$ cat config.mk
export PLATFORM = sky130hd
export DESIGN_NAME = radix_text_to_value_max_flat
export DESIGN_NICKNAME = d
export VERILOG_FILES = /design/src/rtl/rtvm_pkg.sv /design/src/rtl/rtvm_ifs.sv /design/src/rtl/radix_text_to_value_max.sv /design/src/flat_wrapper.sv
export SDC_FILE = /design/constraint.sdc
export NUM_CORES = 1
export LEC_CHECK = 0
export ABC_AREA = 1
export BUFFER_PORTS_ARGS = -buffer_cell sky130_fd_sc_hd__buf_2
export CORE_ASPECT_RATIO = 0.7
export CORE_MARGIN = 2
export CORE_UTILIZATION = 57
export DETAILED_ROUTE_END_ITERATION = 6
export GPL_ROUTABILITY_DRIVEN = 0
export HOLD_SLACK_MARGIN = 0.12
export PLACE_DENSITY = 0.85
export SLEW_MARGIN = 10
export SYNTH_ARGS = -nofsm -noshare
export SYNTH_HDL_FRONTEND = slang
export SYNTH_SLANG_ARGS = --single-unit
$ cat constraint.sdc
create_clock -name clk -period 21 [get_ports clk]
set_input_delay 6.3 -clock clk [delete_from_list [all_inputs] [get_ports clk]]
set_output_delay 6.3 -clock clk [all_outputs]
set_load 0.005 [all_outputs]
$ cat src/rtl/rtvm_pkg.sv
// ----------------------------------------------------------------------------
// rtvm_pkg
// Types and constants shared by the radix text parser, its channels and checker.
// ----------------------------------------------------------------------------
package rtvm_pkg;

	localparam int VALUE_BITS_DEF = 31;

	localparam int CHAR_W    = 8;
	localparam int RADIX_W   = 6;
	localparam int VALUE_W   = 32;
	localparam int LARGEST_W = 31;

	localparam logic [RADIX_W-1:0] RADIX_RESET = 6'd10;
	localparam logic [RADIX_W-1:0] RADIX_MIN   = 6'd2;
	localparam logic [RADIX_W-1:0] RADIX_MAX   = 6'd36;

	localparam logic [CHAR_W-1:0] CH_NEWLINE = 8'd10;
	localparam logic [CHAR_W-1:0] CH_SPACE   = 8'd32;
	localparam logic [CHAR_W-1:0] CH_MINUS   = 8'd45;
	localparam logic [CHAR_W-1:0] CH_ZERO    = 8'd48;
	localparam logic [CHAR_W-1:0] CH_NINE    = 8'd57;
	localparam logic [CHAR_W-1:0] CH_UPPER_A = 8'd65;
	localparam logic [CHAR_W-1:0] CH_UPPER_Z = 8'd90;
	localparam logic [CHAR_W-1:0] LETTER_OFS = 8'd55;

	typedef enum logic [1:0] {
		ST_VALID    = 2'd0,
		ST_EMPTY    = 2'd1,
		ST_BAD      = 2'd2,
		ST_OVERFLOW = 2'd3
	} status_t;

endpackage

$ cat src/rtl/rtvm_ifs.sv
// ----------------------------------------------------------------------------
// rtvm channel interfaces
// Valid/ready channels for characters in and line results out.
// ----------------------------------------------------------------------------
interface rtvm_char_if;
	logic                        valid;
	logic                        ready;
	logic [rtvm_pkg::CHAR_W-1:0] text_char;
	logic                        line_end;

	modport source (output valid, output text_char, output line_end, input ready);
	modport sink (input valid, input text_char, input line_end, output ready);
endinterface

interface rtvm_result_if;
	logic                                  valid;
	logic                                  ready;
	rtvm_pkg::status_t                     status;
	logic signed [rtvm_pkg::VALUE_W-1:0]   line_value;
	logic [rtvm_pkg::LARGEST_W-1:0]        largest_value;

	modport source (output valid, output status, output line_value, output largest_value,
		input ready);
	modport sink (input valid, input status, input line_value, input largest_value,
		output ready);
endinterface

$ cat src/rtl/radix_text_to_value_max.sv
// Pipeline: an accepted character is registered in the character stage and parsed
// from there; as a line's last character leaves it, the result slot is loaded.
// Throughput: one character per cycle, set by one multiply-add of the accumulator by
// the radix; a line-end item waits only while an earlier result is still unread.
// Reset: line state cleared, largest value 0, radix 10.
// ----------------------------------------------------------------------------
// radix_text_to_value_max
// Parses text lines in a configurable radix and reports each line's status,
// signed value and the running maximum of valid lines.
// ----------------------------------------------------------------------------
module radix_text_to_value_max #(
	parameter int VALUE_BITS = rtvm_pkg::VALUE_BITS_DEF
) (
	input  logic                         clk,
	input  logic                         arst_n,
	input  logic                         radix_we,
	input  logic [rtvm_pkg::RADIX_W-1:0] radix_wdata,
	rtvm_char_if.sink                    chars,
	rtvm_result_if.source                results
);

	localparam int EXT_W  = (VALUE_BITS > rtvm_pkg::VALUE_W) ? VALUE_BITS : rtvm_pkg::VALUE_W;
	localparam int PROD_W = VALUE_BITS + rtvm_pkg::RADIX_W + 1;

	typedef enum logic [1:0] {
		PH_LEAD,
		PH_SIGN,
		PH_DIGITS,
		PH_TRAIL
	} phase_t;

	logic [rtvm_pkg::RADIX_W-1:0] radix_q;

	logic                        valid_s1;
	logic [rtvm_pkg::CHAR_W-1:0] char_s1;
	logic                        end_s1;

	logic [VALUE_BITS-1:0] acc_q;
	phase_t                phase_q;
	logic                  neg_q;
	logic                  seen_q;
	logic                  bad_q;
	logic                  ovf_q;
	logic [VALUE_BITS-1:0] max_q;

	logic                               out_valid_q;
	rtvm_pkg::status_t                  out_status_q;
	logic [rtvm_pkg::VALUE_W-1:0]       out_value_q;
	logic [rtvm_pkg::LARGEST_W-1:0]     out_largest_q;

	logic                         advance;
	logic [rtvm_pkg::RADIX_W-1:0] radix_eff;
	logic [rtvm_pkg::CHAR_W-1:0]  digit_raw;
	logic                         digit_ok;
	logic [rtvm_pkg::RADIX_W-1:0] digit;
	logic                         is_ws;
	logic [PROD_W-1:0]            prod;
	logic                         prod_ovf;
	logic                         do_acc;

	logic [VALUE_BITS-1:0] acc_n;
	phase_t                phase_n;
	logic                  neg_n;
	logic                  seen_n;
	logic                  bad_n;
	logic                  ovf_n;
	logic [VALUE_BITS-1:0] max_n;

	rtvm_pkg::status_t            res_status;
	logic [EXT_W-1:0]             acc_ext;
	logic [EXT_W-1:0]             value_ext;
	logic [EXT_W-1:0]             max_ext;
	logic [rtvm_pkg::VALUE_W-1:0] res_value;

	// A character stage only stalls to close a line while a full result slot is unread.
	assign advance     = valid_s1 && (!end_s1 || !out_valid_q || results.ready);
	assign chars.ready = !valid_s1 || advance;

	always_comb begin
		if (radix_q < rtvm_pkg::RADIX_MIN) begin
			radix_eff = rtvm_pkg::RADIX_MIN;
		end else if (radix_q > rtvm_pkg::RADIX_MAX) begin
			radix_eff = rtvm_pkg::RADIX_MAX;
		end else begin
			radix_eff = radix_q;
		end
	end

	always_comb begin
		digit_raw = '0;
		digit_ok  = 1'b0;
		if (char_s1 >= rtvm_pkg::CH_ZERO && char_s1 <= rtvm_pkg::CH_NINE) begin
			digit_raw = char_s1 - rtvm_pkg::CH_ZERO;
			digit_ok  = 1'b1;
		end else if (char_s1 >= rtvm_pkg::CH_UPPER_A && char_s1 <= rtvm_pkg::CH_UPPER_Z) begin
			digit_raw = char_s1 - rtvm_pkg::LETTER_OFS;
			digit_ok  = 1'b1;
		end
		if (digit_raw >= rtvm_pkg::CHAR_W'(radix_eff)) begin
			digit_ok = 1'b0;
		end
		digit = digit_raw[rtvm_pkg::RADIX_W-1:0];
	end

	assign is_ws = (char_s1 == rtvm_pkg::CH_SPACE) || (char_s1 == rtvm_pkg::CH_NEWLINE);

	// Any bit above the value range means the new magnitude no longer fits.
	assign prod     = PROD_W'(acc_q) * PROD_W'(radix_eff) + PROD_W'(digit);
	assign prod_ovf = |prod[PROD_W-1:VALUE_BITS];

	always_comb begin
		acc_n   = acc_q;
		phase_n = phase_q;
		neg_n   = neg_q;
		seen_n  = seen_q || !is_ws;
		bad_n   = bad_q;
		ovf_n   = ovf_q;
		do_acc  = 1'b0;
		if (!bad_q) begin
			case (phase_q)
				PH_LEAD: begin
					if (char_s1 == rtvm_pkg::CH_SPACE || char_s1 == rtvm_pkg::CH_ZERO) begin
						phase_n = PH_LEAD;
					end else if (char_s1 == rtvm_pkg::CH_NEWLINE) begin
						phase_n = PH_TRAIL;
					end else if (char_s1 == rtvm_pkg::CH_MINUS) begin
						neg_n   = 1'b1;
						phase_n = PH_SIGN;
					end else if (digit_ok) begin
						phase_n = PH_DIGITS;
						do_acc  = 1'b1;
					end else begin
						bad_n = 1'b1;
					end
				end
				PH_SIGN: begin
					if (digit_ok) begin
						phase_n = PH_DIGITS;
						do_acc  = 1'b1;
					end else begin
						bad_n = 1'b1;
					end
				end
				PH_DIGITS: begin
					if (is_ws) begin
						phase_n = PH_TRAIL;
					end else if (digit_ok) begin
						do_acc = 1'b1;
					end else begin
						bad_n = 1'b1;
					end
				end
				PH_TRAIL: begin
					if (!is_ws) begin
						bad_n = 1'b1;
					end
				end
				default: begin
					phase_n = PH_LEAD;
				end
			endcase
		end
		// Once the magnitude has overflowed, further digits are ignored.
		if (do_acc && !ovf_q) begin
			if (prod_ovf) begin
				ovf_n = 1'b1;
			end else begin
				acc_n = prod[VALUE_BITS-1:0];
			end
		end
	end

	always_comb begin
		acc_ext   = EXT_W'(acc_n);
		value_ext = neg_n ? (~acc_ext + EXT_W'(1)) : acc_ext;
		res_value = '0;
		max_n     = max_q;
		if (!seen_n) begin
			res_status = rtvm_pkg::ST_EMPTY;
		end else if (bad_n || phase_n == PH_SIGN) begin
			res_status = rtvm_pkg::ST_BAD;
		end else if (ovf_n) begin
			res_status = rtvm_pkg::ST_OVERFLOW;
		end else begin
			res_status = rtvm_pkg::ST_VALID;
			res_value  = value_ext[rtvm_pkg::VALUE_W-1:0];
			if (!neg_n && acc_n > max_q) begin
				max_n = acc_n;
			end
		end
		max_ext = EXT_W'(max_n);
	end

	always_ff @(posedge clk or negedge arst_n) begin
		if (!arst_n) begin
			radix_q       <= rtvm_pkg::RADIX_RESET;
			valid_s1      <= 1'b0;
			char_s1       <= '0;
			end_s1        <= 1'b0;
			acc_q         <= '0;
			phase_q       <= PH_LEAD;
			neg_q         <= 1'b0;
			seen_q        <= 1'b0;
			bad_q         <= 1'b0;
			ovf_q         <= 1'b0;
			max_q         <= '0;
			out_valid_q   <= 1'b0;
			out_status_q  <= rtvm_pkg::ST_EMPTY;
			out_value_q   <= '0;
			out_largest_q <= '0;
		end else begin
			if (radix_we) begin
				radix_q <= radix_wdata;
			end
			if (chars.ready) begin
				valid_s1 <= chars.valid;
				char_s1  <= chars.text_char;
				end_s1   <= chars.line_end;
			end
			if (advance) begin
				if (end_s1) begin
					acc_q   <= '0;
					phase_q <= PH_LEAD;
					neg_q   <= 1'b0;
					seen_q  <= 1'b0;
					bad_q   <= 1'b0;
					ovf_q   <= 1'b0;
					max_q   <= max_n;
				end else begin
					acc_q   <= acc_n;
					phase_q <= phase_n;
					neg_q   <= neg_n;
					seen_q  <= seen_n;
					bad_q   <= bad_n;
					ovf_q   <= ovf_n;
				end
			end
			if (results.ready) begin
				out_valid_q <= 1'b0;
			end
			if (advance && end_s1) begin
				out_valid_q   <= 1'b1;
				out_status_q  <= res_status;
				out_value_q   <= res_value;
				out_largest_q <= max_ext[rtvm_pkg::LARGEST_W-1:0];
			end
		end
	end

	assign results.valid         = out_valid_q;
	assign results.status        = out_status_q;
	assign results.line_value    = out_value_q;
	assign results.largest_value = out_largest_q;

endmodule

$ cat src/flat_wrapper.sv
// flat-port wrapper written by rule: the top's interface ports become plain ports
module radix_text_to_value_max_flat 
#(
	parameter int VALUE_BITS = rtvm_pkg::VALUE_BITS_DEF
)
  (clk, arst_n, radix_we, radix_wdata, chars_valid, chars_text_char, chars_line_end, chars_ready, results_valid, results_status, results_line_value, results_largest_value, results_ready);
  rtvm_char_if chars_i ();
  rtvm_result_if results_i ();
  input  logic clk;
  input  logic arst_n;
  input  logic radix_we;
  input  logic [rtvm_pkg::RADIX_W-1:0] radix_wdata;
  input wire logic [$bits(chars_i.valid)-1:0] chars_valid;
  input wire logic [$bits(chars_i.text_char)-1:0] chars_text_char;
  input wire logic [$bits(chars_i.line_end)-1:0] chars_line_end;
  output wire logic [$bits(chars_i.ready)-1:0] chars_ready;
  output wire logic [$bits(results_i.valid)-1:0] results_valid;
  output wire logic [$bits(results_i.status)-1:0] results_status;
  output wire logic [$bits(results_i.line_value)-1:0] results_line_value;
  output wire logic [$bits(results_i.largest_value)-1:0] results_largest_value;
  input wire logic [$bits(results_i.ready)-1:0] results_ready;
  assign chars_i.valid = chars_valid;
  assign chars_i.text_char = chars_text_char;
  assign chars_i.line_end = chars_line_end;
  assign chars_ready = chars_i.ready;
  assign results_valid = results_i.valid;
  assign results_status = results_i.status;
  assign results_line_value = results_i.line_value;
  assign results_largest_value = results_i.largest_value;
  assign results_i.ready = results_ready;
  radix_text_to_value_max #(.VALUE_BITS(VALUE_BITS)) u_core (.clk(clk), .arst_n(arst_n), .radix_we(radix_we), .radix_wdata(radix_wdata), .chars(chars_i), .results(results_i));
endmodule
# Word level (Yosys, flattened, before mapping)
# Cells that the tools add are included.
[word_totals]
register_bits = 150
in_bits = 20
out_inout_bits = 67
[classes]
addsub = 4
multipliers = 1
order_cmp = 8
eq_ne = 8
n_mux = 57
n_bitwise = 1
reduce_logical = 23
[op_table]
columns = ["op", "count"]
rows = [
  ["$mux 31", 7],
  ["$mux 32", 4],
  ["$add 37x6->38", 1],
  ["$mul 31x6->37", 1],
  ["$add 32x1->32 const B", 1],
  ["$not 31->32", 1],
  ["$gt 31x31->1", 1],
  ["$mux 1", 29],
  ["$eq 8x6->1 const B", 3],
  ["$mux 2", 10],
  ["$mux 8", 2],
  ["$sub 8x6->8 const B", 2],
  ["$mux 6", 2],
  ["$eq 8x4->1 const B", 1],
  ["$ge 8x6->1", 1],
  ["$ge 8x6->1 const B", 1],
  ["$ge 8x7->1 const B", 1],
  ["$le 8x6->1 const B", 1],
  ["$le 8x7->1 const B", 1],
  ["$logic_or 1x1->1", 7],
  ["$reduce_or 7->1", 1],
  ["$gt 6x6->1 const B", 1],
  ["$logic_and 1x1->1", 6],
  ["$logic_not 1->1", 6],
  ["other kinds (9)", 11],
]

# Depth between registers and ports, before layout
# Gate-level depths: netlist of run 1.
[depth]
depth_word = 20
ltp_mapped = 50
depth_no_buf = 48

# Worst setup path after synthesis of run 1
# OpenSTA, ideal clock, no wires.
[synth_path]
path_type = "input-to-output"
start = "input results_ready"
end = "output chars_ready"
arrival_time_ns = 6.782
t_required_ns = 14.700
slack_ns = 7.918
cell_stages = 3
path_buffers = 1
path_cell_list = "nor2_1 nand2_1 clkbuf_1"
[synth_between]
elab_chain_len = 3
[synth_lines]
columns = ["element", "line_no", "text"]
rows = [
  ["start, declared", "flat_wrapper.sv:21", "input wire logic [$bits(results_i.ready)-1:0] results_ready;"],
  ["$logic_or 1x1->1", "radix_text_to_value_max.sv:76", "assign advance = valid_s1 && (!end_s1 || !out_valid_q || results.ready);"],
  ["$logic_and 1x1->1", "radix_text_to_value_max.sv:76", ""],
  ["$logic_or 1x1->1", "radix_text_to_value_max.sv:77", "assign chars.ready = !valid_s1 || advance;"],
  ["end, declared", "flat_wrapper.sv:16", "output wire logic [$bits(chars_i.ready)-1:0] chars_ready;"],
]
# No other way between the ends.

# Worst setup path in the final report of run 1
# Ends and elaborated chain as after synthesis.

==> flow_summary.yaml, run 1 <==
outcome:
  status: "finished, final reports clean"
sta:
  final-max-slew-violation-count: 0
  tns_ns: 0
  layout_min_cycle_time_ns: 13.62
  worstMarginPinSlew_ns: 1.333
  rsz0062_at_grt: "false"
  slew_headroom: 0.1104
  max_freq_mhz: 73.40
  period_share: 0.6488
  hold_violations: 0
  clock_skew_ns: 0.01017
  setup_viol: 0
global_route:
  grt_pass1_vias: 13670
  grt_pass1_wl_mm: 69.45
  grt_overflow: 0
  groute.usage.overall: 0.3318
  grt_antenna_before_repair: 0
  grt_max_degree: 63
clock_network:
  cts_root_buf: "clkbuf_16"
  path_clk_slew_ns: 0.06
  cts_buffer_depth: 2
  insertion_delay_ns: 0.45
  cts_tree: "done"
  postCtsSetupBuffers: 0
  ctsHoldBuffers: 0
  cts_resized: 0
  h-tree-depth: 4
  cts_sinks: 119
  cts_buffers: 17
final_layout:
  drive_above_1_share: 0.1065
  insertedDiodeCount: 0
  num-fill-cells: 2088
  num-nets-final: 2343
  area_growth_pct: 8.967
  fin_area_sq_mm: 0.01565
floorplanning:
  start_util: 0.5817
  fp-row-count: 48
  dieArea_sq_mm: 0.02650
  ios: 87
  die_h_um: 136.8
  die_width_um: 193.7
  core_sq_mm: 0.02468
critical_path:
  critPathLaunchType: "input pin"
  endpoint: "chars_ready"
  reg2regPathDepth: 41
  end_kind: "primary output"
  arrival_ns: 7.32
  path_class: "input pin to primary output"
  r2r-start: "u_core.radix_q[5]$_DFFE_PN0P_"
  r2r_slack_ns: 10.52
  cp_data_required_time_ns: 14.70
  r2r-end: "u_core.max_q[15]$_DFFE_PN0P_"
  startpoint: "results_ready"
  crit_fanout: 19
detailed_routing:
  post_drt_wl_per_cell_um: 17.83
  drtAntennaViolNets: 0
  viasPerCell: 5.839
  drt_pass1_iterations: 7
  vias: 14070
  drtIter0Drc: 1878
  routed_wl_mm: 42.95
  drc: 0
synth:
  synth_common_cells: "nand2_1 (482), inv_1 (320), nor2_1 (301)"
  synth-edff-count: 0
  async_flop_share: 1.000
  synth_seq_cells: 119
  synth_top_area_share: 0.2022
  syn_area_sq_mm: 0.01436
  ys.flop_type: "dfrtp_1"
  ys_warn_count: 0
  synth_cell_types: 56
  yosys.cell_count.top_type: "nand2_1"
  synth_cells: 2009
  synth_top_area_cell: "dfrtp_1"
  synth.top_cells.by_area: "dfrtp_1 (20%), fa_1 (17%), nand2_1 (13%), ha_1 (12%), inv_1 (8.4%)"
  syn_nets: 2281
  synth-seq-area-share: 0.2077
  synth_area_per_cell_sq_um: 7.147
place:
  io_buffers: 86
  dpl-instance-area_sq_mm: 0.01502
  hpwlAfterDp_mm: 32.34
worst_hold_path:
  hp-class: "register to register"
pwr:
  power_per_cell_area_mw_per_mm2: 46.23
  peakVddDrop_v: 0.00006017
  leakage_nw: 9.229
flow_run:
  drv_cap: 0
## cells by family after synthesis
kind of cell / Yosys count / synth area share
mux: 1 / 0.0007842
simple gates: 996 / 0.2990
fa+ha+maj: 252 / 0.2823
buf+inv: 382 / 0.1045
xor+xnor: 27 / 0.01647
flops: 119 / 0.2077
compound gates: 232 / 0.08932
## worst min-delay path by stage
stage	slack, ns	startpoint	cells past startpoint	end
after floorplan	0.47	u_core.seen_q$_DFFE_PN0P_	2	u_core.seen_q$_DFFE_PN0P_
after global placement	0.46	u_core.results.line_value[3]$_DFFE_PN0P_	2	u_core.results.line_value[3]$_DFFE_PN0P_
after detailed placement	0.46	u_core.results.line_value[16]$_DFFE_PN0P_	2	u_core.results.line_value[16]$_DFFE_PN0P_
after CTS	0.48	u_core.results.line_value[16]$_DFFE_PN0P_	2	u_core.results.line_value[16]$_DFFE_PN0P_
after global routing	0.51	u_core.results.line_value[4]$_DFFE_PN0P_	2	u_core.results.line_value[4]$_DFFE_PN0P_
final	0.47	u_core.results.line_value[16]$_DFFE_PN0P_	2	u_core.results.line_value[16]$_DFFE_PN0P_
## flip-flops by register name (all words and copies together), names as in the netlist
register                   count
u_core.radix_q                 6
u_core.acc_q                  31
u_core.char_s1                 8
u_core.phase_q                 2
u_core.results.valid           1
u_core.valid_s1                1
u_core.bad_q                   1
u_core.end_s1                  1
u_core.ovf_q                   1
u_core.results.line_value     32
u_core.results.status          2
u_core.neg_q                   1
u_core.max_q                  31
u_core.seen_q                  1
## layout make-up
cell class	count	area, sq um	share of cell area
inverters	326	1224	0.07821
clock inverters	12	175.2	0.01120
multi-input cells	1508	9882	0.6316
flip-flops and latches	119	2982	0.1906
clock buffers	20	446.7	0.02855
well taps	325	406.6	0.02599
repair buffers	99	530.5	0.03391
## through the flow
step	setup slack, ns	hold WS [ns]	power (mW)	util	instances
finish	7.376	0.4741	0.7233	0.6339	2409
global placement	7.329	0.4605	0.3821	0.6087	2377
CTS	7.324	0.4783	0.7136	0.6339	2409
detailed placement	7.320	0.4624	0.3883	0.6087	2377
global route	7.260	0.5106	0.7424	0.6339	2409
floorplan	7.918	0.4701	0.3386	-	2009
## worst max-delay path, cell delays in order
cell	delay [ns]
buf_2	0.11
nor2_1	0.28
nand2_1	0.38
buf_2	0.25
## cell usage in the layout, fill, tap and decap left out, types with 5 or more instances in the layout
cell       count
nand2_1      482
inv_1        320
nor2_1       299
ha_1         132
fa_1         120
dfrtp_1      116
a21oi_1       98
buf_2         85
nand3_1       71
o21ai_0       62
nand4_1       47
nand2_2       35
o22ai_1       24
nor2_2        20
o21ai_1       17
clkbuf_16     17
xor2_1        16
buf_4         14
xnor2_1       11
nor3_1        10
inv_2          6
o21bai_1       5
## routing by layer
metal,GRT usage,vias to the layer above,part of all wire
li1,-,6429,-
met1,0.4535,6550,0.41
met2,0.4907,938,0.42
met3,0.1148,149,0.14
met4,0.1158,0,0.034
met5,0,-,0
## power breakdown
part	internal, mW	switching (mW)	leakage (nW)
clock network	0.202	0.129	0.296
logic	0.0396	0.111	7.48
registers	0.236	0.00637	1.45
(Power assumes the default switching activity.)
==> run 2, diff against run 1 <==
--- a/config.mk
+++ b/config.mk
@@ -13,7 +13,7 @@
 export DETAILED_ROUTE_END_ITERATION = 6
 export GPL_ROUTABILITY_DRIVEN = 0
 export HOLD_SLACK_MARGIN = 0.12
-export PLACE_DENSITY = 0.85
+export PLACE_DENSITY = 0.88
 export SLEW_MARGIN = 10
 export SYNTH_ARGS = -nofsm -noshare
 export SYNTH_HDL_FRONTEND = slang
==> constraint.sdc (replaced) <==
create_clock -name clk -period 11.9 [get_ports clk]
set_input_delay 3.57 -clock clk [delete_from_list [all_inputs] [get_ports clk]]
set_output_delay 3.57 -clock clk [all_outputs]
set_load 0.005 [all_outputs]
==> run 2 against run 1 <==
The run now ends with DRC left; non-clock buffer count rose by 1; die area did not move; flip-flop and latch count did not move; power rose by 76%; combinational power rose by 79%; worst hold slack improved by 0.0015 ns; wire length rose by 4.6%; final area rose by 0.21%; cell count barely moved; clock skew rose by 0.0042 ns; sequential share of layout area barely moved; largest power group unchanged; highest routed layer is now met5.
==> flow_summary.yaml, run 2 (synthesized netlist as in run 1, its figures left out) <==
critical_path:
  arrival_ns: 10.71
  critPathMaxStageDelay_ns: 0.70
  path_buf_inv: 8
  cp.depth: 45
  path_class: "register to register"
  r2r-start: "u_core.radix_q[5]$_DFFE_PN0P_"
  slowest_stage: "nand4_4"
  cp_data_required_time_ns: 12.20
  crit_family: "simple AND/OR/NAND/NOR gates"
  r2r_slack_ns: 1.49
  end_kind: "register"
  r2r-end: "u_core.max_q[13]$_DFFE_PN0P_"
  reg2regPathDepth: 45
  path_common_cell: "nand2_1"
  critPathLaunchType: "register"
  crit_fanout: 56
detailed_routing:
  drc: 25
  drt_pass1_iterations: 7
  viasPerCell: 6.027
  drtIter0Drc: 2166
  drtAntennaViolNets: 0
  routed_wl_mm: 44.92
  post_drt_wl_per_cell_um: 18.64
  vias: 14520
pwr:
  leakage_nw: 9.245
  peakVddDrop_v: 0.0001076
  power_per_cell_area_mw_per_mm2: 81.38
place:
  hpwlAfterDp_mm: 33.87
  place_inst: 2377
  io_buffers: 86
flow_run:
  drv_cap: 0
clock_network:
  cts_buffers: 17
  cts_resized: 0
  cts_root_buf: "clkbuf_16"
  cts_buffer_depth: 2
  cts_sinks: 119
  postCtsSetupBuffers: 0
  insertion_delay_ns: 0.44
  h-tree-depth: 4
  cts_tree: "done"
  ctsHoldBuffers: 0
  path_clk_slew_ns: 0.06
global_route:
  grt_antenna_before_repair: 2
  grt_pass1_vias: 14100
  grt_max_degree: 70
  groute.usage.overall: 0.3440
  grt_overflow: 0
  grt_pass1_wl_mm: 72.22
worst_hold_path:
  hold_end: "u_core.results.line_value[27]$_DFFE_PN0P_"
  hp-class: "register to register"
  min_path_cells: 2
  worstHoldStart: "u_core.results.line_value[27]$_DFFE_PN0P_"
final_layout:
  drive_above_1_share: 0.1074
  num-nets-final: 2344
  largest_reg_flops: 32
  insertedDiodeCount: 0
  final_cell_mix: "nand2_1 (482), inv_1 (320), nor2_1 (299), ha_1 (132), fa_1 (120)"
  area_growth_pct: 9.193
  mostFrequentLayoutCell: "nand2_1"
  num-fill-cells: 1985
  stdcell_count: 2410
sta:
  hold_violations: 0
  tns_ns: 0
  worstMarginPinSlew_ns: 1.385
  layout_min_cycle_time_ns: 10.41
  rsz0062_at_grt: "false"
  clock_skew_ns: 0.01438
  slew_headroom: 0.07296
  final-max-slew-violation-count: 0
  period_share: 0.8750
  max_freq_mhz: 96.03
  setup_viol: 0
floorplanning:
  core_sq_mm: 0.02468
  dieArea_sq_mm: 0.02650
  die_width_um: 193.7
  die_h_um: 136.8
  ios: 87
  fp-row-count: 48
  start_util: 0.5817
outcome:
  status: "finished with violations"
  violations: "DRC"
==> run 2: cell count changes in the layout (fill, tap and decap cells not counted) <==
cell | previous run | this run
clkbuf_8 | 1 | 0
clkinvlp_4 | 3 | 2
inv_6 | 1 | 4
clkinv_2 | 3 | 2
clkbuf_1 | 2 | 1
clkinv_4 | 1 | 2
buf_16 | 0 | 1
==> run 2: how the worst max path moves through the flow <==
stage	end	from	slack, ns
2_1_floorplan	chars_ready	results_ready	4.28
3_3_place_gp	u_core.max_q[30]$_DFFE_PN0P_	u_core.radix_q[5]$_DFFE_PN0P_	2.53
3_5_place_dp	u_core.max_q[30]$_DFFE_PN0P_	u_core.radix_q[5]$_DFFE_PN0P_	2.09
4_1_cts	u_core.max_q[13]$_DFFE_PN0P_	u_core.radix_q[5]$_DFFE_PN0P_	1.99
5_1_grt	u_core.max_q[13]$_DFFE_PN0P_	u_core.radix_q[5]$_DFFE_PN0P_	0.95
6_report	u_core.max_q[13]$_DFFE_PN0P_	u_core.radix_q[5]$_DFFE_PN0P_	1.49
==> run 2: power breakdown <==
part	total, mW	switching, mW	internal [mW]
combinational	0.270	0.200	0.0705
sequential	0.428	0.0114	0.416
clock	0.578	0.225	0.353
==> run 2: layout make-up <==
type / instances / area [sq um] / area share
Multi-Input combinational cell: 1508 / 9882 / 0.6303
Sequential cell: 119 / 2982 / 0.1902
Inverter: 326 / 1224 / 0.07805
Timing Repair Buffer: 100 / 558.0 / 0.03559
Clock buffer: 18 / 429.2 / 0.02737
Tap cell: 325 / 406.6 / 0.02594
Clock inverter: 14 / 197.7 / 0.01261
==> run 2: per-stage QoR <==
step | hold WS [ns] | utilization | setup slack, ns | instance area [sq um] | total power [mW]
floorplan | 0.4701 | - | 4.278 | 14360 | 0.5975
global placement | 0.4599 | 0.6087 | 2.535 | 15020 | 0.6753
detailed placement | 0.4659 | 0.6087 | 2.095 | 15020 | 0.6852
CTS | 0.4834 | 0.6341 | 1.988 | 15650 | 1.255
global route | 0.5075 | 0.6352 | 0.9457 | 15680 | 1.306
finish | 0.4756 | 0.6352 | 1.487 | 15680 | 1.276
==> run 2: worst register-to-register path: cells and delay by family (launching register included) <==
family	cells	cell delay [ns]
adders and majority gates	6	2.53
buffers and inverters	8	2.13
and+or+nand+nor	21	3.71
DFF	1	0.32
AOI/OAI and AO/OA	10	1.60
==> run 2: layer usage <==
layer | vias up | global-route usage | part of all wire
met5 | - | 0 | 0.0013
met4 | 4 | 0.1472 | 0.049
met3 | 233 | 0.1156 | 0.15
met2 | 1094 | 0.5210 | 0.42
met1 | 6756 | 0.4523 | 0.38
li1 | 6437 | - | -
